<file path="config.mk">
export PLATFORM = sky130hd
export DESIGN_NAME = oswr_ctrl
export DESIGN_NICKNAME = d
export VERILOG_FILES = /design/src/sv/oswr_pkg.sv /design/src/sv/oswr_ctrl.sv
export SDC_FILE = /design/constraint.sdc
export NUM_CORES = 1
export LEC_CHECK = 0
export ABC_AREA = 1
export BUFFER_PORTS_ARGS = -buffer_cell sky130_fd_sc_hd__clkbuf_2
export CAP_MARGIN = 20
export CORE_AREA = 2 2 39 41
export DETAILED_ROUTE_END_ITERATION = 10
export DIE_AREA = 0 0 41 43
export MAX_ROUTING_LAYER = met4
export PLACE_DENSITY = 0.3
export SLEW_MARGIN = 30
export SYNTH_ARGS = -nofsm -noshare
export SYNTH_HDL_FRONTEND = slang
export SYNTH_SLANG_ARGS = --single-unit
</file>
<file path="constraint.sdc">
create_clock -name clk -period 1.05 [get_ports clk]
set_clock_uncertainty 0.1 [all_clocks]
set_input_delay 0.315 -clock clk [delete_from_list [all_inputs] [get_ports clk]]
set_output_delay 0.315 -clock clk [all_outputs]
set_load 0.05 [all_outputs]
</file>
<file path="src/sv/oswr_pkg.sv">
`default_nettype none
// ----------------------------------------------------------------------------
// oswr_pkg
// Shared types and constants for the ordered set with rank query.
// ----------------------------------------------------------------------------
package oswr_pkg;

	localparam int unsigned CAPACITY_DEF = 64;
	localparam int unsigned KEY_W        = 32;
	localparam int unsigned TYPE_W       = 3;

	typedef enum logic [TYPE_W-1:0] {
		REQ_INSERT = 3'd0,
		REQ_DELETE = 3'd1,
		REQ_EXISTS = 3'd2,
		REQ_NEXT   = 3'd3,
		REQ_PREV   = 3'd4,
		REQ_KTH    = 3'd5
	} req_t;

	typedef enum logic [1:0] {
		ST_IDLE,
		ST_EXEC,
		ST_OUT
	} state_t;

	// commands from the controller to the datapath
	typedef struct packed {
		logic load;
		logic exec;
	} dp_cmd_t;

endpackage
`default_nettype wire

</file>
<file path="src/sv/oswr_ctrl.sv">
`default_nettype none
// ----------------------------------------------------------------------------
// oswr_ctrl
// Request sequencer: take a beat, run the compare and update step, hold the
// result until it is taken.
// ----------------------------------------------------------------------------
module oswr_ctrl (
	input  wire logic              clk,
	input  wire logic              arst_n,
	input  wire logic              in_valid,
	output logic                   in_ready,
	output logic                   out_valid,
	input  wire logic              out_ready,
	output oswr_pkg::dp_cmd_t      cmd
);

	oswr_pkg::state_t state_q, state_d;

	always_ff @(posedge clk or negedge arst_n) begin
		if (!arst_n) begin
			state_q <= oswr_pkg::ST_IDLE;
		end else begin
			state_q <= state_d;
		end
	end

	always_comb begin
		state_d = state_q;
		case (state_q)
			oswr_pkg::ST_IDLE: begin
				if (in_valid) state_d = oswr_pkg::ST_EXEC;
			end
			oswr_pkg::ST_EXEC: begin
				state_d = oswr_pkg::ST_OUT;
			end
			oswr_pkg::ST_OUT: begin
				if (out_ready) state_d = in_valid ? oswr_pkg::ST_EXEC : oswr_pkg::ST_IDLE;
			end
			default: state_d = oswr_pkg::ST_IDLE;
		endcase
	end

	always_comb begin
		in_ready  = 1'b0;
		out_valid = 1'b0;
		cmd       = '0;
		case (state_q)
			oswr_pkg::ST_IDLE: begin
				in_ready = 1'b1;
				cmd.load = in_valid;
			end
			oswr_pkg::ST_EXEC: begin
				cmd.exec = 1'b1;
			end
			oswr_pkg::ST_OUT: begin
				out_valid = 1'b1;
				in_ready  = out_ready;
				cmd.load  = out_ready & in_valid;
			end
			default: ;
		endcase
	end

endmodule
`default_nettype wire

</file>
==> metrics.csv, run 1 <==
metric;value;unit
synth_compound_area_share;0;%
grt_pass1_wl;489;um
grt_usage;4.84;%
reg2reg_to;state_q[0];
outcome;finished with violations;
wire_per_inst;6.77;um
gp_congestion;0.613;
start_kind;flop;
syn_nets;21;
largest_register;state_q;
cp_slowest_stage_delay;0.40;ns
muxShareOfSynthArea;0;%
ir_worst_vdd;0.000483;V
min_from;out_ready;
slew_headroom;91.1;%
grt_overflow;0;
drt-pass1-iter-count;2;
clkLatencyLatePin;0.22;ns
synth_edf_count;0;
crit_type;flop to output port;
crit_buf_inv;1;
final.min_clock_period;1.44;ns
io_buffers;7;
yosysTopAreaCell;dfrtp_1;
netlist_instances;17;
finalSetupViolations;5;
io_pins;8;
cts_root_buffer;clkbuf_4;
rsz0062_at_grt;true;
drc;0;
cp.arrival;1.03;ns
grt_pass1_vias;145;
holdWs;0.266;ns
synth_area_leaders;dfrtp_1 (43%), inv_1 (16%), nand2_1 (13%);
htree_levels;1;
p_leak;0.155;nW
nNetsFinal;38;
synth_ff_type;dfrtp_1;
core_region_area;1380;um^2
power_density;2000;nW/um^2
reg2reg_depth;5;
synth_xor_area_share;0;%
antenna_found_initial;0;
grt_max_degree;4;
max-clock-path-buffers;2;
tns;-1.47;ns
fp-row-count;14;
async_reset_ff_share;100;%
synth-seq-area-share;43.5;%
fin_util;21.9;%
dp_hpwl;213;um
max_cap_violations;0;
slew_violations;0;
dieHeight;43;um
yosysTopAreaCellShare;43.5;%
initial_core_util;8.32;%
die_area;1760;um^2
hold_viol;0;
crit_fanout;3;
wl;325;um
cp.required;0.63;ns
place_ws;-0.331;ns
synth-seq-cells;2;
fmax;693;MHz
cts.sinks;2;
end_kind;output port;
ys_types;7;
r2r_slack;-0.01;ns
largest_register_ffs;2;
cts_tree;done;
syn2layout_area_growth;163;%
worst_slew_pin_slew;0.134;ns
cts.clk_slew.worst_paths;0.03;ns
viasPerCell;3.04;
cts-buffers-inserted;3;
power;0.604;mW
fin_ws;-0.393;ns
hp-class;input pin to flop;
whs_path_depth;4;
fp.dieW;41;um
ant_nets;0;
period_share;137;%
critPathSlowestCell;dfrtp_1;
yosys-top-cells-count;inv_1 (5), nand2_1 (4), dfrtp_1 (2), nor2_1 (2), nor2_2 (2);
yosys_warnings;0;
reg_top3;state_q (2);
drt_iter0_markers;2;
crit_chain;nand2_2 > nand2_4 > nor2_4 > buf_8;
n_fill_cell;153;
synth_most_common_cell;inv_1;
synth_top_family_by_area;simple AND/OR/NAND/NOR gates;
vias;146;
violations;negative setup slack;
synthSimpleGateAreaFrac;30.4;%
netlist_area;115;um^2
hold_end;state_q[1];
drive_above_1_share;71.9;%
n_antenna_cell;0;
synth_fa_ha_area_share;0;%
avgSynthCellArea;6.77;um^2
worstReg2RegStart;state_q[1];
cp_top_family;flip-flops;
## area by class of cell
class	count	area (um^2)	area share, %
Clock buffer	3	22.5	7.44
Sequential cell	2	50.0	16.5
Multi-Input combinational cell	8	57.6	19.0
Inverter	6	26.3	8.68
Tap cell	16	20.0	6.61
Timing Repair Buffer	13	126	41.7
## tightest hold or removal path: cells and delay by family
family                 cells  cell delay, ns
buffers and inverters      2            0.12
AND/OR/NAND/NOR            2            0.11
## how the worst max path moves through the flow
| stage | from | end | slack, ns | cells after the start |
|---|---|---|---|---|
| after floorplan | state_q[1] | out_valid | -0.20 | 2 |
| after global placement | out_ready | in_ready | -0.32 | 6 |
| after detailed placement | out_ready | in_ready | -0.33 | 6 |
| after CTS | state_q[1] | in_ready | -0.45 | 4 |
| after global routing | state_q[0] | cmd[1] | -0.44 | 4 |
| final | state_q[1] | cmd[1] | -0.39 | 4 |
## placed cells by master (no fill, tap or decap), drive strengths merged
cell type	synthesis	layout
buf	1	9
clkbuf	0	6
clkinvlp	0	1
dfrtp	2	2
dlygate4sd3	0	1
inv	6	5
nand2	4	4
nor2	4	4
## repair_timing
item                       CTS  global route
setup endpoints to repair    4             4
hold endpoints to repair     2             0
buffers inserted             1             1
gates resized for setup     10             7
pin swaps                    2             2
hold buffers                 1             0
## power breakdown
group	internal, mW	switching, mW	leakage (nW)	total, mW
Clock	0.126	0.0435	0.0138	0.170
Sequential	0.0916	0.0141	0.0253	0.106
Combinational	0.146	0.182	0.115	0.329
## layer usage
metal / global-route usage (%) / vias to the layer above / share of wire (%)
li1: - / 75 / -
met1: 4.18 / 67 / 34
met2: 5.94 / 4 / 58
met3: 3.14 / 0 / 6.8
met4: 6.00 / 0 / 0
met5: - / - / 0
## through the flow
stage	instances	instance area, um^2
final	48	303
after CTS	47	283
after global placement	42	199
after global routing	48	303
after floorplan	17	133
after detailed placement	42	199
## logic make-up after synthesis
group,Yosys count
buf+inv,7
flops,2
simple gates,8
(Power assumes the default switching activity.)
==> run 2, diff against run 1 <==
--- a/config.mk
+++ b/config.mk
@@ -5,7 +5,7 @@
 export SDC_FILE = /design/constraint.sdc
 export NUM_CORES = 1
 export LEC_CHECK = 0
-export ABC_AREA = 1
+export ABC_CLOCK_PERIOD_IN_PS = 1050
 export BUFFER_PORTS_ARGS = -buffer_cell sky130_fd_sc_hd__clkbuf_2
 export CAP_MARGIN = 20
 export CORE_AREA = 2 2 39 41
==> metrics.csv, run 2 <==
metric;value;unit
slew_headroom;89.3;%
outcome;finished with violations;
antenna_found_initial;0;
worstSetupStartpoint;state_q[1];
n_fill_cell;153;
yosysTopAreaCell;dfrtp_1;
fmax;665;MHz
tns;-1.76;ns
multi_input_comb_area;82.6;um^2
crit_fanout;3;
synth-seq-cells;2;
initial_core_util;8.41;%
cts-buffers-inserted;3;
final_cell_area;310;um^2
drive_above_1_share;81.5;%
cts.sinks;2;
power_density;1990;nW/um^2
reg_top3;state_q (2);
rsz0062_at_grt;true;
fp.dieW;41;um
dpl-instance-area;211;um^2
holdWs;0.264;ns
crit_type;flop to output port;
dieHeight;43;um
grt_usage;5.36;%
yosys-top-cells-count;dfrtp_1 (2), nor3b_1 (2);
core_region_area;1380;um^2
cts_root_buffer;clkbuf_4;
clkLatencyLatePin;0.23;ns
cp.required;0.63;ns
largest_register_ffs;2;
vias;130;
synth_area_leaders;dfrtp_1 (43%), nor3b_1 (13%), nor2b_4 (12%);
grt_max_degree;6;
end_kind;output port;
netlist_area;116;um^2
worst_slew_pin_slew;0.160;ns
netlist_instances;11;
max-clock-path-buffers;2;
finalSetupViolations;6;
wire_per_inst;7.86;um
htree_levels;1;
final.min_clock_period;1.50;ns
n_antenna_cell;0;
synth_ff_type;dfrtp_1;
avgSynthCellArea;10.6;um^2
yosysTopAreaCellShare;43.0;%
violations;negative setup slack;
cts_tree;done;
cp.arrival;1.09;ns
drt-pass1-iter-count;2;
die_area;1760;um^2
largest_register;state_q;
slew_violations;0;
ant_nets;0;
grt_overflow;0;
fp-row-count;14;
syn_nets;15;
async_reset_ff_share;100;%
yosys_warnings;0;
regArea;51.3;um^2
syn2layout_area_growth;167;%
start_kind;flop;
reg2reg_depth;3;
whs_path_depth;2;
synth_edf_count;0;
min_from;in_valid;
worstReg2RegStart;state_q[0];
hold_viol;0;
viasPerCell;3.02;
fin_util;22.4;%
drt_iter0_markers;1;
io_buffers;7;
p_leak;0.149;nW
cts.clk_slew.worst_paths;0.04;ns
hp-class;input pin to flop;
period_share;143;%
io_pins;8;
synth-seq-area-share;43.0;%
gp_congestion;0.587;
drc;0;
ir_worst_vdd;0.000647;V
nNetsFinal;32;
ys_types;9;
wl;338;um
fin_ws;-0.454;ns
max_cap_violations;0;
grt_pass1_wl;572;um
grt_pass1_vias;148;
final_cell_mix;buf_8 (4), buf_4 (4), clkbuf_4 (3), clkbuf_2 (3);
run 2: cell count changes in the layout (fill, tap and decap cells not counted), moves of 2 or more:
cell	previous run	this run
nor2b_2	0	2
nand2_1	2	0
nor2_4	2	0
nor3b_4	0	2
inv_1	3	1
inv_2	2	0
run 2: final timing paths:
check / endpoint / slack, ns
worst max-delay path: cmd[1] / -0.45
worst min-delay path: state_q[0] / 0.26
worst max register to register: state_q[1] / -0.08
worst min register to register: state_q[0] / 0.54
max in group asynchronous: state_q[1] / 0.44
min in group asynchronous: state_q[0] / 0.31
run 2: cell families (layout without fill, tap and decap cells):
kind of cell	count (synthesis)	count (layout)	synth area share (%)
DFF	2	2	43.0
buffers and inverters	2	18	9.68
AOI/OAI and AO/OA	1	1	6.45
and+or+nand+nor	6	6	40.9
run 2: stage by stage:
stage / std cells / power, mW / setup WS [ns]
after global placement: 37 / 0.341 / -0.320
after global routing: 43 / 0.662 / -0.522
after CTS: 43 / 0.603 / -0.480
after floorplan: 11 / 0.279 / -0.362
final: 43 / 0.617 / -0.454
after detailed placement: 37 / 0.343 / -0.320
run 2: report_power, final:
part	leakage [nW]	internal (mW)	switching [mW]
Clock	0.0150	0.141	0.0463
Combinational	0.110	0.160	0.161
Sequential	0.0241	0.0925	0.0163
run 2: timing repair:
action	4_1_cts	5_1_grt
hold endpoints to repair	2	0
buffers inserted	1	0
setup endpoints to repair	5	6
hold buffers	1	0
resized for setup	10	5
pin swaps	1	0
run 2: cell type report:
class	count	area share, %
Timing Repair Buffer	13	40.7
Inverter	1	1.21
Tap cell	16	6.45
Sequential cell	2	16.5
Clock buffer	4	8.47
Multi-Input combinational cell	7	26.6
run 2: layer usage:
layer	wire length [um]	global-route usage, %	vias to the layer above
met5	0	-	-
met4	0	6.00	0
met3	41	1.57	0
met2	140	5.94	8
met1	157	6.77	55
li1	-	-	67
run 2: worst max-delay path: stages (launching register included):
cell     delay, ns
dfrtp_1       0.37
nor2b_4       0.15
nor3b_4       0.18
buf_8         0.17
